==> config.mk <==
export PLATFORM = sky130hd
export DESIGN_NAME = sonar_sweep_nearest_tracker_flat
export DESIGN_NICKNAME = d
export VERILOG_FILES = /design/src/rtl/sst_pkg.sv /design/src/rtl/sst_cmd_if.sv /design/src/rtl/sst_result_if.sv /design/src/rtl/sonar_sweep_nearest_tracker.sv /design/src/flat_wrapper.sv
export SDC_FILE = /design/constraint.sdc
export NUM_CORES = 2
export LEC_CHECK = 0
export BUFFER_PORTS_ARGS = -buffer_cell sky130_fd_sc_hd__buf_2
export CORE_MARGIN = 2
export CORE_UTILIZATION = 58
export CTS_CLUSTER_SIZE = 24
export DETAILED_ROUTE_END_ITERATION = 7
export GPL_TIMING_DRIVEN = 0
export HOLD_SLACK_MARGIN = 0.12
export MAX_ROUTING_LAYER = met4
export PLACE_DENSITY = 0.78
export SLEW_MARGIN = 20
export SYNTH_ARGS = -nofsm -noshare
export SYNTH_HDL_FRONTEND = slang
export SYNTH_SLANG_ARGS = --single-unit
==> constraint.sdc <==
create_clock -name clk -period 7.69 [get_ports clk]
set_input_delay 0 -clock clk [delete_from_list [all_inputs] [get_ports clk]]
set_output_delay 0 -clock clk [all_outputs]
set_load 0.02 [all_outputs]
==> src/rtl/sst_pkg.sv <==
// ----------------------------------------------------------------------------
// Sonar sweep tracker package
// Shared widths, constants, item types and the control store of the
// microcoded sequencer.
// ----------------------------------------------------------------------------
package sst_pkg;

	// Field widths.
	localparam int ANG_W   = 8;
	localparam int DIST_W  = 16;
	localparam int FILT_W  = 13;
	localparam int NEAR_W  = 14;
	localparam int STEPS_W = 16;
	localparam int MODE_W  = 2;
	localparam int IDX_W   = 3;
	localparam int CFG_W   = 16;

	// Interpolation datapath: signed angle difference times signed step
	// difference gives the dividend of the iterative divider.
	localparam int ADIFF_W = ANG_W + 1;
	localparam int SDIFF_W = STEPS_W + 1;
	localparam int PROD_W  = ADIFF_W + SDIFF_W;
	localparam int CNT_W   = $clog2(PROD_W + 1);

	// Distance gates and smoothing, in 1/16 cm.
	localparam logic [DIST_W-1:0]        DIST_MIN  = 16'd32;
	localparam logic [DIST_W-1:0]        DIST_MAX  = 16'd6400;
	localparam logic signed [DIST_W:0]   JUMP_MAX  = 17'sd1280;
	localparam logic [NEAR_W-1:0]        NO_TARGET = 14'd15984;
	// x / 10 == (x * 52429) >> 19 for every 16-bit x.
	localparam int                       EMA_RECIP_W = 17;
	localparam logic [EMA_RECIP_W-1:0]   EMA_RECIP   = 17'd52429;
	localparam int                       EMA_SHIFT   = 19;

	// Reset values of the tracking state and the registers.
	localparam logic [ANG_W-1:0]          NEAR_ANGLE_RST   = 8'd90;
	localparam logic signed [STEPS_W-1:0] POINTER_RST      = 16'sd1024;
	localparam logic [ANG_W-1:0]          MIN_ANGLE_RST    = 8'd0;
	localparam logic [ANG_W-1:0]          MAX_ANGLE_RST    = 8'd180;
	localparam logic signed [STEPS_W-1:0] STEPS_AT_MIN_RST = 16'sd0;
	localparam logic signed [STEPS_W-1:0] STEPS_AT_MID_RST = 16'sd1024;
	localparam logic signed [STEPS_W-1:0] STEPS_AT_MAX_RST = 16'sd2048;

	// Command modes.
	localparam logic [MODE_W-1:0] MODE_START = 2'd0;
	localparam logic [MODE_W-1:0] MODE_READ  = 2'd1;
	localparam logic [MODE_W-1:0] MODE_DIST  = 2'd2;

	// Register indexes.
	localparam logic [IDX_W-1:0] REG_MIN_ANGLE    = 3'd0;
	localparam logic [IDX_W-1:0] REG_MAX_ANGLE    = 3'd1;
	localparam logic [IDX_W-1:0] REG_STEPS_AT_MIN = 3'd2;
	localparam logic [IDX_W-1:0] REG_STEPS_AT_MID = 3'd3;
	localparam logic [IDX_W-1:0] REG_STEPS_AT_MAX = 3'd4;

	// Datapath operations of a control word.
	localparam int OP_W = 4;
	localparam logic [OP_W-1:0] OP_NOP    = 4'd0;
	localparam logic [OP_W-1:0] OP_START  = 4'd1;
	localparam logic [OP_W-1:0] OP_SWEEP  = 4'd2;
	localparam logic [OP_W-1:0] OP_SEG    = 4'd3;
	localparam logic [OP_W-1:0] OP_MUL    = 4'd4;
	localparam logic [OP_W-1:0] OP_DINIT  = 4'd5;
	localparam logic [OP_W-1:0] OP_DIV    = 4'd6;
	localparam logic [OP_W-1:0] OP_FINISH = 4'd7;
	localparam logic [OP_W-1:0] OP_GATE   = 4'd8;
	localparam logic [OP_W-1:0] OP_EMA    = 4'd9;
	localparam logic [OP_W-1:0] OP_EMIT   = 4'd10;

	// Sequencing conditions of a control word.
	localparam int COND_W = 3;
	localparam logic [COND_W-1:0] C_NEXT     = 3'd0; // fall through
	localparam logic [COND_W-1:0] C_JUMP     = 3'd1; // unconditional jump
	localparam logic [COND_W-1:0] C_DISPATCH = 3'd2; // wait for an item, branch on mode
	localparam logic [COND_W-1:0] C_NO_TURN  = 3'd3; // jump when no turnaround
	localparam logic [COND_W-1:0] C_DEN_ZERO = 3'd4; // jump when segment is empty
	localparam logic [COND_W-1:0] C_DIV_BUSY = 3'd5; // loop while bits remain
	localparam logic [COND_W-1:0] C_OUT_BUSY = 3'd6; // hold while output full, else idle

	// Program addresses.
	localparam int STEP_W = 4;
	localparam logic [STEP_W-1:0] ST_IDLE   = 4'd0;
	localparam logic [STEP_W-1:0] ST_START  = 4'd1;
	localparam logic [STEP_W-1:0] ST_SWEEP  = 4'd2;
	localparam logic [STEP_W-1:0] ST_SEG    = 4'd3;
	localparam logic [STEP_W-1:0] ST_MUL    = 4'd4;
	localparam logic [STEP_W-1:0] ST_DINIT  = 4'd5;
	localparam logic [STEP_W-1:0] ST_DIV    = 4'd6;
	localparam logic [STEP_W-1:0] ST_FINISH = 4'd7;
	localparam logic [STEP_W-1:0] ST_GATE   = 4'd8;
	localparam logic [STEP_W-1:0] ST_EMA    = 4'd9;
	localparam logic [STEP_W-1:0] ST_EMIT   = 4'd10;

	typedef struct packed {
		logic [OP_W-1:0]   op;
		logic [COND_W-1:0] cond;
		logic [STEP_W-1:0] target;
	} uword_t;

	typedef struct packed {
		logic [MODE_W-1:0] mode;
		logic [DIST_W-1:0] distance;
	} cmd_t;

	typedef struct packed {
		logic [ANG_W-1:0]          servo_angle;
		logic                      sample_valid;
		logic [FILT_W-1:0]         filtered_distance;
		logic                      new_nearest;
		logic                      pointer_move;
		logic                      move_backward;
		logic [STEPS_W-1:0]        move_steps;
		logic signed [STEPS_W-1:0] pointer_target;
	} result_t;

	// Control store. Each mode runs a short program that ends in the emit step.
	function automatic uword_t ucode_rom(input logic [STEP_W-1:0] addr);
		uword_t w;
		case (addr)
			ST_IDLE:   w = '{op: OP_NOP,    cond: C_DISPATCH, target: ST_IDLE};
			ST_START:  w = '{op: OP_START,  cond: C_JUMP,     target: ST_EMIT};
			ST_SWEEP:  w = '{op: OP_SWEEP,  cond: C_NO_TURN,  target: ST_EMIT};
			ST_SEG:    w = '{op: OP_SEG,    cond: C_DEN_ZERO, target: ST_FINISH};
			ST_MUL:    w = '{op: OP_MUL,    cond: C_NEXT,     target: ST_IDLE};
			ST_DINIT:  w = '{op: OP_DINIT,  cond: C_NEXT,     target: ST_IDLE};
			ST_DIV:    w = '{op: OP_DIV,    cond: C_DIV_BUSY, target: ST_DIV};
			ST_FINISH: w = '{op: OP_FINISH, cond: C_JUMP,     target: ST_EMIT};
			ST_GATE:   w = '{op: OP_GATE,   cond: C_NEXT,     target: ST_IDLE};
			ST_EMA:    w = '{op: OP_EMA,    cond: C_NEXT,     target: ST_IDLE};
			ST_EMIT:   w = '{op: OP_EMIT,   cond: C_OUT_BUSY, target: ST_EMIT};
			default:   w = '{op: OP_NOP,    cond: C_JUMP,     target: ST_IDLE};
		endcase
		return w;
	endfunction

	// Entry point of the program for each mode. An unused mode only emits.
	function automatic logic [STEP_W-1:0] mode_entry(input logic [MODE_W-1:0] mode);
		logic [STEP_W-1:0] s;
		case (mode)
			MODE_START: s = ST_START;
			MODE_READ:  s = ST_SWEEP;
			MODE_DIST:  s = ST_GATE;
			default:    s = ST_EMIT;
		endcase
		return s;
	endfunction

endpackage

==> src/rtl/sst_cmd_if.sv <==
// ----------------------------------------------------------------------------
// Sonar sweep tracker command channel
// Valid/ready channel that carries one command item.
// ----------------------------------------------------------------------------
interface sst_cmd_if import sst_pkg::*; ();
	logic valid;
	logic ready;
	cmd_t data;

	modport source (output valid, output data, input ready);
	modport sink (input valid, input data, output ready);
endinterface

==> src/rtl/sst_result_if.sv <==
// ----------------------------------------------------------------------------
// Sonar sweep tracker result channel
// Valid/ready channel that carries one result item.
// ----------------------------------------------------------------------------
interface sst_result_if import sst_pkg::*; ();
	logic    valid;
	logic    ready;
	result_t data;

	modport source (output valid, output data, input ready);
	modport sink (input valid, input data, output ready);
endinterface

==> src/rtl/sonar_sweep_nearest_tracker.sv <==
// ----------------------------------------------------------------------------
// Sonar sweep nearest-target tracker
// Servo sweep generator, sonar distance filter and pointer positioner.
// ----------------------------------------------------------------------------
// The block takes one command item at a time and returns exactly one result
// item for it. A start command (mode 0) runs the start step, a distance
// (mode 2) the gate and smoothing steps, an unused mode only the emit step,
// and a reading command (mode 1) the sweep step; at a turnaround the
// nearest angle is then interpolated to a stepper position (the multiply
// and divide are skipped when the segment of the nearest angle is empty),
// and the division inside that interpolation runs on a restoring divider
// that produces one quotient bit per cycle over a 26-bit
// dividend. The command side is ready only while the sequencer sits in its
// idle step; the finished result sits in an output register, so the next
// command is taken while the previous result still waits to be consumed.
// Configuration registers are written through wr_en/wr_index/wr_data and
// should only be changed while the block is idle.
// ----------------------------------------------------------------------------
module sonar_sweep_nearest_tracker
	import sst_pkg::*;
#(
	parameter int ANGLE_LIMIT = 180,
	parameter int ANGLE_STEP  = 5
) (
	input  logic              clk,
	input  logic              arst_n,
	sst_cmd_if.sink           cmd,
	sst_result_if.source      result,
	input  logic              wr_en,
	input  logic [IDX_W-1:0]  wr_index,
	input  logic [CFG_W-1:0]  wr_data
);

	localparam logic [ANG_W-1:0] LIMIT_A = ANG_W'(ANGLE_LIMIT);
	localparam logic [ANG_W:0]   STEP_A  = (ANG_W + 1)'(ANGLE_STEP);
	localparam logic signed [PROD_W+1:0] R_MAX = (PROD_W + 2)'(2 ** (STEPS_W - 1) - 1);
	localparam logic signed [PROD_W+1:0] R_MIN = -(PROD_W + 2)'(2 ** (STEPS_W - 1));

	function automatic logic [ANG_W-1:0] clamp_angle(input logic [ANG_W-1:0] a);
		return (a > LIMIT_A) ? LIMIT_A : a;
	endfunction

	// Configuration registers.
	logic [ANG_W-1:0]          min_angle_q, max_angle_q;
	logic signed [STEPS_W-1:0] steps_min_q, steps_mid_q, steps_max_q;

	// Tracking state.
	logic [ANG_W-1:0]          sweep_q, sampled_q, near_angle_q;
	logic                      down_q, primed_q;
	logic [FILT_W-1:0]         smooth_q;
	logic [NEAR_W-1:0]         near_dist_q;
	logic signed [STEPS_W-1:0] pointer_q;

	// Sequencer.
	logic [STEP_W-1:0] step_q, step_nx;
	logic [CNT_W-1:0]  cnt_q;
	uword_t            uw;

	// Output register.
	logic    out_valid_q;
	result_t out_data_q;

	// Datapath registers.
	logic [DIST_W-1:0]         dist_q;
	result_t                   res_q, res_out;
	logic signed [STEPS_W-1:0] ls_q;
	logic signed [ADIFF_W-1:0] adiff_q;
	logic signed [SDIFF_W-1:0] sdiff_q;
	logic [ANG_W-1:0]          den_mag_q;
	logic                      den_neg_q;
	logic signed [PROD_W-1:0]  prod_q;
	logic [PROD_W-1:0]         quo_q;
	logic [ANG_W-1:0]          rem_q;
	logic                      q_neg_q;
	logic [DIST_W-1:0]         sum_q;
	logic                      ok_q, direct_q;

	// Combinational datapath.
	logic                      accept, out_busy, emit_go;
	logic [ANG_W-1:0]          lo, hi, mid;
	logic [ANG_W:0]            mid_sum, up_sum, lo_sum;
	logic [ANG_W-1:0]          sweep_nx;
	logic                      down_nx, turn;
	logic                      lower;
	logic [ANG_W-1:0]          la, ra;
	logic signed [STEPS_W-1:0] ls, rs;
	logic signed [ADIFF_W-1:0] adiff;
	logic signed [SDIFF_W-1:0] sdiff;
	logic signed [ANG_W:0]     den, den_abs;
	logic                      den_zero;
	logic [ANG_W:0]            trial, trial_sub;
	logic                      trial_ge;
	logic signed [PROD_W:0]    q_s;
	logic signed [PROD_W+1:0]  r_sum;
	logic signed [STEPS_W-1:0] target;
	logic signed [STEPS_W:0]   delta, delta_abs;
	logic signed [DIST_W:0]    gdiff;
	logic                      range_ok, jump_bad, gate_ok;
	logic [DIST_W-1:0]         sum_nx;
	logic [DIST_W+EMA_RECIP_W-1:0] ema_prod;
	logic [FILT_W-1:0]         new_f;

	assign uw         = ucode_rom(step_q);
	assign cmd.ready  = (step_q == ST_IDLE);
	assign accept     = cmd.valid && cmd.ready;
	assign out_busy   = out_valid_q && !result.ready;
	assign emit_go    = (uw.op == OP_EMIT) && !out_busy;
	assign result.valid = out_valid_q;
	assign result.data  = out_data_q;

	always_comb begin
		// Clamped sweep limits; the midpoint comes from the raw registers.
		lo      = clamp_angle(min_angle_q);
		hi      = clamp_angle(max_angle_q);
		mid_sum = {1'b0, min_angle_q} + {1'b0, max_angle_q};
		mid     = clamp_angle(mid_sum[ANG_W:1]);

		// Sweep advance and turnaround detection.
		up_sum = {1'b0, sweep_q} + STEP_A;
		lo_sum = {1'b0, lo} + STEP_A;
		if (!down_q) begin
			turn     = (up_sum >= {1'b0, hi});
			sweep_nx = turn ? hi : up_sum[ANG_W-1:0];
			down_nx  = turn;
		end else begin
			turn     = ({1'b0, sweep_q} <= lo_sum);
			sweep_nx = turn ? lo : (sweep_q - STEP_A[ANG_W-1:0]);
			down_nx  = !turn;
		end

		// Segment selection for the interpolation of the nearest angle.
		lower    = (near_angle_q <= mid);
		la       = lower ? lo : mid;
		ra       = lower ? mid : hi;
		ls       = lower ? steps_min_q : steps_mid_q;
		rs       = lower ? steps_mid_q : steps_max_q;
		adiff    = $signed({1'b0, near_angle_q}) - $signed({1'b0, la});
		sdiff    = rs - ls;
		den      = $signed({1'b0, ra}) - $signed({1'b0, la});
		den_abs  = den[ANG_W] ? -den : den;
		den_zero = (ra == la);

		// One restoring division step on magnitudes.
		trial     = {rem_q, quo_q[PROD_W-1]};
		trial_ge  = (trial >= {1'b0, den_mag_q});
		trial_sub = trial - {1'b0, den_mag_q};

		// Signed quotient, offset by the left step value, saturated.
		q_s   = q_neg_q ? -$signed({1'b0, quo_q}) : $signed({1'b0, quo_q});
		r_sum = ls_q + q_s;
		if (r_sum > R_MAX) begin
			target = R_MAX[STEPS_W-1:0];
		end else if (r_sum < R_MIN) begin
			target = R_MIN[STEPS_W-1:0];
		end else begin
			target = r_sum[STEPS_W-1:0];
		end
		delta     = target - pointer_q;
		delta_abs = delta[STEPS_W] ? -delta : delta;

		// Distance gates and smoothing.
		range_ok = (dist_q >= DIST_MIN) && (dist_q <= DIST_MAX);
		gdiff    = $signed({1'b0, dist_q})
			- $signed({{(DIST_W - FILT_W + 1){1'b0}}, smooth_q});
		jump_bad = (gdiff > JUMP_MAX) || (gdiff < -JUMP_MAX);
		gate_ok  = range_ok && !(primed_q && jump_bad);
		sum_nx   = ({{(DIST_W - FILT_W){1'b0}}, smooth_q} * DIST_W'(7))
			+ (dist_q * DIST_W'(3));
		ema_prod = sum_q * EMA_RECIP;
		new_f    = direct_q ? dist_q[FILT_W-1:0] : ema_prod[EMA_SHIFT +: FILT_W];

		res_out = res_q;
		res_out.pointer_target = pointer_q;
	end

	// Next program address.
	always_comb begin
		case (uw.cond)
			C_NEXT:     step_nx = step_q + 1'b1;
			C_JUMP:     step_nx = uw.target;
			C_DISPATCH: step_nx = accept ? mode_entry(cmd.data.mode) : step_q;
			C_NO_TURN:  step_nx = turn ? (step_q + 1'b1) : uw.target;
			C_DEN_ZERO: step_nx = den_zero ? uw.target : (step_q + 1'b1);
			C_DIV_BUSY: step_nx = (cnt_q != CNT_W'(1)) ? uw.target : (step_q + 1'b1);
			C_OUT_BUSY: step_nx = out_busy ? uw.target : ST_IDLE;
			default:    step_nx = ST_IDLE;
		endcase
	end

	// Control and tracking state.
	always_ff @(posedge clk or negedge arst_n) begin
		if (!arst_n) begin
			min_angle_q  <= MIN_ANGLE_RST;
			max_angle_q  <= MAX_ANGLE_RST;
			steps_min_q  <= STEPS_AT_MIN_RST;
			steps_mid_q  <= STEPS_AT_MID_RST;
			steps_max_q  <= STEPS_AT_MAX_RST;
			sweep_q      <= '0;
			sampled_q    <= '0;
			down_q       <= 1'b0;
			smooth_q     <= '0;
			primed_q     <= 1'b0;
			near_dist_q  <= NO_TARGET;
			near_angle_q <= NEAR_ANGLE_RST;
			pointer_q    <= POINTER_RST;
			step_q       <= ST_IDLE;
			cnt_q        <= '0;
			out_valid_q  <= 1'b0;
		end else begin
			step_q <= step_nx;

			if (wr_en) begin
				case (wr_index)
					REG_MIN_ANGLE:    min_angle_q <= wr_data[ANG_W-1:0];
					REG_MAX_ANGLE:    max_angle_q <= wr_data[ANG_W-1:0];
					REG_STEPS_AT_MIN: steps_min_q <= $signed(wr_data[STEPS_W-1:0]);
					REG_STEPS_AT_MID: steps_mid_q <= $signed(wr_data[STEPS_W-1:0]);
					REG_STEPS_AT_MAX: steps_max_q <= $signed(wr_data[STEPS_W-1:0]);
					default: ;
				endcase
			end

			if (emit_go) begin
				out_valid_q <= 1'b1;
			end else if (result.ready) begin
				out_valid_q <= 1'b0;
			end

			case (uw.op)
				OP_START: begin
					sweep_q      <= lo;
					sampled_q    <= lo;
					down_q       <= 1'b0;
					smooth_q     <= '0;
					primed_q     <= 1'b0;
					near_dist_q  <= NO_TARGET;
					near_angle_q <= lo;
				end
				OP_SWEEP: begin
					sampled_q <= sweep_q;
					sweep_q   <= sweep_nx;
					down_q    <= down_nx;
				end
				OP_DINIT: begin
					cnt_q <= CNT_W'(PROD_W);
				end
				OP_DIV: begin
					cnt_q <= cnt_q - 1'b1;
				end
				OP_FINISH: begin
					pointer_q   <= target;
					near_dist_q <= NO_TARGET;
				end
				OP_EMA: begin
					if (ok_q) begin
						smooth_q <= new_f;
						primed_q <= 1'b1;
						if ({1'b0, new_f} < near_dist_q) begin
							near_dist_q  <= {1'b0, new_f};
							near_angle_q <= sampled_q;
						end
					end
				end
				default: ;
			endcase
		end
	end

	// Datapath registers and the result being built.
	always_ff @(posedge clk) begin
		if (accept) begin
			dist_q <= cmd.data.distance;
			res_q  <= '0;
		end

		case (uw.op)
			OP_START: begin
				res_q.servo_angle <= lo;
			end
			OP_SWEEP: begin
				res_q.servo_angle <= sweep_q;
			end
			OP_SEG: begin
				ls_q      <= ls;
				adiff_q   <= adiff;
				sdiff_q   <= sdiff;
				den_mag_q <= den_abs[ANG_W-1:0];
				den_neg_q <= den[ANG_W];
				quo_q     <= '0;
				q_neg_q   <= 1'b0;
			end
			OP_MUL: begin
				prod_q <= adiff_q * sdiff_q;
			end
			OP_DINIT: begin
				quo_q   <= prod_q[PROD_W-1] ? $unsigned(-prod_q) : $unsigned(prod_q);
				rem_q   <= '0;
				q_neg_q <= prod_q[PROD_W-1] ^ den_neg_q;
			end
			OP_DIV: begin
				rem_q <= trial_ge ? trial_sub[ANG_W-1:0] : trial[ANG_W-1:0];
				quo_q <= {quo_q[PROD_W-2:0], trial_ge};
			end
			OP_FINISH: begin
				res_q.pointer_move  <= (delta != '0);
				res_q.move_backward <= delta[STEPS_W];
				res_q.move_steps    <= delta_abs[STEPS_W-1:0];
			end
			OP_GATE: begin
				res_q.servo_angle <= sampled_q;
				ok_q              <= gate_ok;
				direct_q          <= !primed_q;
				sum_q             <= sum_nx;
			end
			OP_EMA: begin
				if (ok_q) begin
					res_q.sample_valid      <= 1'b1;
					res_q.filtered_distance <= new_f;
					res_q.new_nearest       <= ({1'b0, new_f} < near_dist_q);
				end
			end
			OP_EMIT: begin
				if (!out_busy) begin
					out_data_q <= res_out;
				end
			end
			default: ;
		endcase
	end

endmodule

==> src/flat_wrapper.sv <==
// flat-port wrapper written by rule: the top's interface ports become plain ports
module sonar_sweep_nearest_tracker_flat import sst_pkg::*;
#(
	parameter int ANGLE_LIMIT = 180,
	parameter int ANGLE_STEP  = 5
)
  (clk, arst_n, wr_en, wr_index, wr_data, cmd_valid, cmd_data, cmd_ready, result_valid, result_data, result_ready);
  sst_cmd_if cmd_i ();
  sst_result_if result_i ();
  input  logic clk;
  input  logic arst_n;
  input  logic wr_en;
  input  logic [IDX_W-1:0] wr_index;
  input  logic [CFG_W-1:0] wr_data;
  input wire logic [$bits(cmd_i.valid)-1:0] cmd_valid;
  input wire logic [$bits(cmd_i.data)-1:0] cmd_data;
  output wire logic [$bits(cmd_i.ready)-1:0] cmd_ready;
  output wire logic [$bits(result_i.valid)-1:0] result_valid;
  output wire logic [$bits(result_i.data)-1:0] result_data;
  input wire logic [$bits(result_i.ready)-1:0] result_ready;
  assign cmd_i.valid = cmd_valid;
  assign cmd_i.data = cmd_data;
  assign cmd_ready = cmd_i.ready;
  assign result_valid = result_i.valid;
  assign result_data = result_i.data;
  assign result_i.ready = result_ready;
  sonar_sweep_nearest_tracker #(.ANGLE_LIMIT(ANGLE_LIMIT), .ANGLE_STEP(ANGLE_STEP)) u_core (.clk(clk), .arst_n(arst_n), .cmd(cmd_i), .result(result_i), .wr_en(wr_en), .wr_index(wr_index), .wr_data(wr_data));
endmodule
Word-level counts from Yosys, hierarchy flattened
Memories as Yosys holds them, arrays and structs flattened.
Cells that the tools add are included.
W data, S select, Z words.
{"block": "word_totals", "reg_bits": 387, "rom_bits": 176, "in_bits": 42, "output_inout_bits": 59, "word_cells": 197, "memories": 1}
{"block": "op_classes", "add_sub_neg": 18, "mul": 4, "order_cmp": 14, "n_eq_ne": 27, "muxes": 51, "n_bitwise": 2, "reduce_logical": 36}
{"name": "(no name shown)", "depth": 16, "word_bits": 11, "read_ports": 1, "rd_ports_with_merged_regs": 0, "write_ports": 0, "line": "sst_pkg.sv:119", "text": "case (addr)"}
{"op": "$mux W8", "count": 12}
{"op": "$mux W16", "count": 5}
{"op": "$pmux W26 S3", "count": 1}
{"op": "$pmux W8 S2", "count": 4}
{"op": "$mux W57", "count": 1}
{"op": "$sub A16 B16 Y17", "count": 2}
{"op": "$mul A16 B16 Y32 const B", "count": 1}
{"op": "$mux W15", "count": 2}
{"op": "$add A16 B27 Y28", "count": 1}
{"op": "$gt A28 B16 Y1 const B", "count": 1}
{"op": "$lt A28 B16 Y1 const B", "count": 1}
{"op": "$mux W14", "count": 2}
{"op": "$pmux W14 S2", "count": 1}
{"op": "$pmux W4 S7", "count": 1}
{"op": "$mux W27", "count": 1}
{"op": "$neg A26 Y27", "count": 1}
{"op": "$mul A9 B17 Y26", "count": 1}
{"op": "$mux W13", "count": 2}
{"op": "$mux W26", "count": 1}
{"op": "$neg A26 Y26", "count": 1}
{"op": "$pmux W13 S2", "count": 1}
{"op": "$gt A8 B8 Y1 const B", "count": 3}
{"op": "$pmux W8 S3", "count": 1}
{"op": "$mux W4", "count": 5}
{"op": "53 further kinds", "count": 100}

Logic depth before layout (Yosys ltp)
{"block": "depth", "depth_word": 10, "mapped_depth": 34, "ltp_nobuf": 33}

Worst setup path before layout
OpenSTA, ideal clock, no wires.
{"block": "synth_timing", "path_type": "reg2reg", "startpoint": "register u_core.sum_q[3]", "endpoint": "register u_core.near_dist_q[1]", "setup_ps": 96, "arrival_ps": 7291, "t_required_ps": 7594, "slack_ps": 303, "stages_incl_launch_ff": 28, "path_buffers": 1, "period_less_slack_ps": 7387, "cell_sequence": "edfxtp_1 -> ha_1 -> inv_1 -> fa_1 -> inv_1 -> fa_1 -> fa_1 -> fa_1 -> fa_1 -> ha_1 -> a21o_1 -> a21o_1 -> a22oi_1 -> a31oi_1 -> a21o_1 -> o41a_1 -> a31oi_1 -> xnor2_1 -> mux2i_1 -> inv_1 -> ha_1 -> inv_1 -> or4_1 -> o211ai_1 -> and3_1 -> clkbuf_1 -> nand2_1 -> o31ai_1"}
{"block": "synth_between", "elab_chain_len": 5, "elab_cells_between_ends": 8, "cone_classes": "mul (1); order compare (1); eq/ne (1); mux (4); reduce/logical (1)"}
{"element": "start, declared", "line": "sonar_sweep_nearest_tracker.sv:75", "text": "logic [DIST_W-1:0] sum_q;"}
{"element": "start signal, assigned", "line": "sonar_sweep_nearest_tracker.sv:313", "text": "sum_q <= sum_nx;"}
{"element": "$mul A16 B16 Y32 *", "line": "sonar_sweep_nearest_tracker.sv:169", "text": "ema_prod = sum_q * EMA_RECIP;"}
{"element": "$mux W13 *", "line": "sonar_sweep_nearest_tracker.sv:170", "text": "new_f = direct_q ? dist_q[FILT_W-1:0] : ema_prod[EMA_SHIFT +: FILT_W];"}
{"element": "$lt A13 B14 Y1 / $mux W14 (equally long branches)", "line": "sonar_sweep_nearest_tracker.sv:258", "text": "if ({1'b0, new_f} < near_dist_q) begin"}
{"element": "$ne A2 B1 Y1 (no line) / $mux W14 (equally long branches)"}
{"element": "$reduce_and A3 Y1 (no line) / $pmux W14 S2 (equally long branches)"}
{"element": "end signal, assigned", "line": "sonar_sweep_nearest_tracker.sv:259", "text": "near_dist_q <= {1'b0, new_f};"}
{"element": "end, declared", "line": "sonar_sweep_nearest_tracker.sv:51", "text": "logic [NEAR_W-1:0] near_dist_q;"}
Mark *: on every way between the ends. The rest lies on a longest branch, timed or not. The select of a mux whose other input is x is not followed.
A chain may end at the register's enable or synchronous reset.

Final worst setup path
{"block": "layout_timing", "startpoint": "register u_core.sum_q[4]", "endpoint": "register u_core.near_angle_q[2]"}
{"block": "layout_between", "elab_chain_len": 5}
{"element": "$mul A16 B16 Y32", "line": "sonar_sweep_nearest_tracker.sv:169"}
{"element": "$mux W13", "line": "sonar_sweep_nearest_tracker.sv:170"}
{"element": "$lt A13 B14 Y1", "line": "sonar_sweep_nearest_tracker.sv:258"}
{"element": "$ne A2 B1 Y1 (no line)"}
{"element": "$reduce_and A3 Y1 (no line)"}
{"element": "end signal, assigned", "line": "sonar_sweep_nearest_tracker.sv:237", "text": "near_angle_q <= lo;"}
{"element": "end signal, assigned", "line": "sonar_sweep_nearest_tracker.sv:260", "text": "near_angle_q <= sampled_q;"}
{"element": "end, declared", "line": "sonar_sweep_nearest_tracker.sv:48", "text": "logic [ANG_W-1:0] sweep_q, sampled_q, near_angle_q;"}
Every way passes these cells.

==> results.sh <==
export IMPL_synth_ff_type="edfxtp_1"
export IMPL_ant_nets=0
export IMPL_startpoint_type="flip-flop"
export IMPL_path_class="reg2reg"
export IMPL_via_per_inst=5.77
export IMPL_drtPass1Iterations=6
export IMPL_yosys_area_top_type="edfxtp_1"
export IMPL_dieArea_um2=60700
export IMPL_yosysWarnings=0
export IMPL_wire_per_inst_um=18.2
export IMPL_grt_pass1_vias=25673
export IMPL_worstSkewPairLatency_ns=0.59
export IMPL_finalCriticalPeriod_ns=7.75
export IMPL_cpMostUsedCell="fa_1"
export IMPL_syn_instance_count=3371
export IMPL_multiInputGateArea_um2=22200
export IMPL_hold_violations=0
export IMPL_regArea_um2=10800
export IMPL_rows=88
export IMPL_vias=25833
export IMPL_hold_depth=2
export IMPL_die_w_um=246
export IMPL_pin_count=101
export IMPL_cts_tree="yes"
export IMPL_status="finished, violations left"
export IMPL_syn_nets=4051
export IMPL_tightest_slew_ns=1.03
export IMPL_diodes=0
export IMPL_cp_slowest_cell="fa_1"
export IMPL_h_tree_depth=2
export IMPL_arrival_ns=8.20
export IMPL_ys_seq_area_frac=0.316
export IMPL_synth_edf_count=229
export IMPL_rsz0062_at_grt="yes"
export IMPL_syn_area_per_cell_um2=10.1
export IMPL_hold_path_class="in2reg"
export IMPL_clock_skew_ns=0.0357
export IMPL_cts_root_buf="clkbuf_16"
export IMPL_track_usage=0.276
export IMPL_ys_ff_latch=387
export IMPL_slew_violations=0
export IMPL_nets=4355
export IMPL_drc_errors=0
export IMPL_dp_hpwl_mm=59.7
export IMPL_r2r_setup_slack_ns=-0.06
export IMPL_required_ns=8.14
export IMPL_synthesis_area_um2=34100
export IMPL_min_period_over_period=1.01
export IMPL_violations="negative setup slack"
export IMPL_die_y_um=246
export IMPL_wl_mm=81.6
export IMPL_finalWorstSetupSlack_ns=-0.0623
export IMPL_area_growth_pct=15.7
export IMPL_async_reset_ff_frac=0.370
export IMPL_routabilityCongestion=0.974
export IMPL_synth_area_top_cells="edfxtp_1 (20%), fa_1 (15%), ha_1 (14%)"
export IMPL_fp_coreArea_um2=57900
export IMPL_cts_clk_slew_worst_paths_ns=0.06
export IMPL_initial_core_util=0.588
export IMPL_antenna_found_initial=0
export IMPL_grt_max_degree=90
export IMPL_cpPeakStageDelay_ns=0.60
export IMPL_drt_iter0_drc=1660
export IMPL_r2r_cells=28
export IMPL_grt_pass1_wl_mm=130
export IMPL_cts_sinks=387
export IMPL_fillCellCount=4260
export IMPL_fmax_mhz=129
export IMPL_cts_buffers=44
export IMPL_synth_cell_type_count=97
export IMPL_io_buffers=99
export IMPL_slew_headroom=0.313
export IMPL_final_util=0.680
export IMPL_grt_overflow=0
export IMPL_maxCapViolations=0
export IMPL_synth_top_area_frac=0.202
export IMPL_path_max_fanout=4
export IMPL_drive_above_1_share=0.144
export IMPL_cp_end_kind="flip-flop"
export IMPL_cts_buffer_depth=3
export IMPL_setup_viol=13
## final cells by class
type / count / share of cell area
inverter: 421 / 0.0402
clock buffer: 54 / 0.0305
clock inverter: 28 / 0.00889
multi-input combinational: 2480 / 0.563
sequential: 387 / 0.274
timing repair buffer: 260 / 0.0504
tap: 765 / 0.0243
buffer: 81 / 0.00930
## critical path, delay by kind of cell, from the launching register on
family,cells,cell delay [ns]
buf+inv,4,0.45
fa+ha+maj,8,3.50
simple gates,5,0.71
flops,1,0.54
compound gates,9,1.88
xor+xnor,1,0.18
mux,1,0.34
## layer usage
layer	global-route usage	vias to the layer above	wire, µm
met1	0.353	12547	34600
li1	-	12270	-
met2	0.456	811	39700
met4	0.0932	0	2660
met5	-	-	0
met3	0.0368	205	4620
## cells by family after synthesis
logic type | synth area share
AOI/OAI and AO/OA | 0.126
buffers and inverters | 0.0561
xor gates and xnor gates | 0.0517
DFF | 0.316
adders and majority gates | 0.290
muxes | 0.0395
and+or+nand+nor | 0.121
## cell usage after synthesis, drive strengths merged, types with 38 or more instances
library cell / count
xor2: 77
a21oi: 144
and2: 85
fa: 252
dfrtp: 124
o21ai: 196
mux2i: 42
edfxtp: 229
xnor2: 124
nand3: 43
ha: 386
clkbuf: 76
nor3: 52
nor2: 177
mux2: 82
inv: 421
nand2b: 38
a21o: 59
nand2: 322
## what timing repair did
action                                  in CTS  in global routing
gates resized for setup                     62                118
buffers inserted                            39                 50
endpoints found under the setup margin      38                 46
pin swaps                                   38                 79
cloned                                       2                  1
hold buffers                                64                  0
hold endpoints to repair                   214                  0
## worst paths after layout
check,startpoint,to
setup / recovery,u_core.sum_q[4],u_core.near_angle_q[2]
hold / removal,cmd_data[6],u_core.dist_q[6]
setup reg to reg,u_core.sum_q[4],u_core.near_angle_q[2]
hold reg to reg,u_core.res_out[22],u_core.result.data[22]
max in group asynchronous,arst_n,u_core.pointer_q[15]
min in group asynchronous,arst_n,u_core.steps_max_q[11]
## cell usage in the layout (no fill, tap or decap), drive strengths merged, types with 77 or more instances in the layout
| cell type | netlist | final |
|---|---|---|
| a21oi | 144 | 144 |
| and2 | 85 | 85 |
| buf | 8 | 205 |
| clkbuf | 76 | 127 |
| dfrtp | 124 | 124 |
| edfxtp | 229 | 229 |
| fa | 252 | 252 |
| ha | 386 | 386 |
| inv | 421 | 424 |
| mux2 | 82 | 82 |
| nand2 | 322 | 322 |
| nor2 | 177 | 177 |
| o21ai | 196 | 196 |
| xnor2 | 124 | 124 |
| xor2 | 77 | 77 |
## registers in the layout, indices dropped and copies added (netlist names), 17 cells and up
| name | count |
|---|---|
| u_core.prod_q | 26 |
| u_core.quo_q | 26 |
| u_core.res_out | 41 |
| u_core.result.data | 57 |
| u_core.sdiff_q | 17 |
## through the flow
stage          worst slack, ns  std cells  setup TNS (ns)  cell area [µm²]  hold slack [ns]
3_5_place_dp             -1.60       4241          -33.70            35700          -0.0568
2_1_floorplan            0.303       3371               0            34100           -0.296
6_report               -0.0623       4476          -0.496            39400            0.142
5_1_grt                 -0.288       4476           -6.19            39400            0.134
3_3_place_gp             -1.49       4235          -30.69            35500            0.178
4_1_cts                0.00175       4428               0            38500            0.125
Power is left out: the tool's default activity adds up to more than one toggle a clock period on the data nets, which glitch-free logic cannot reach.
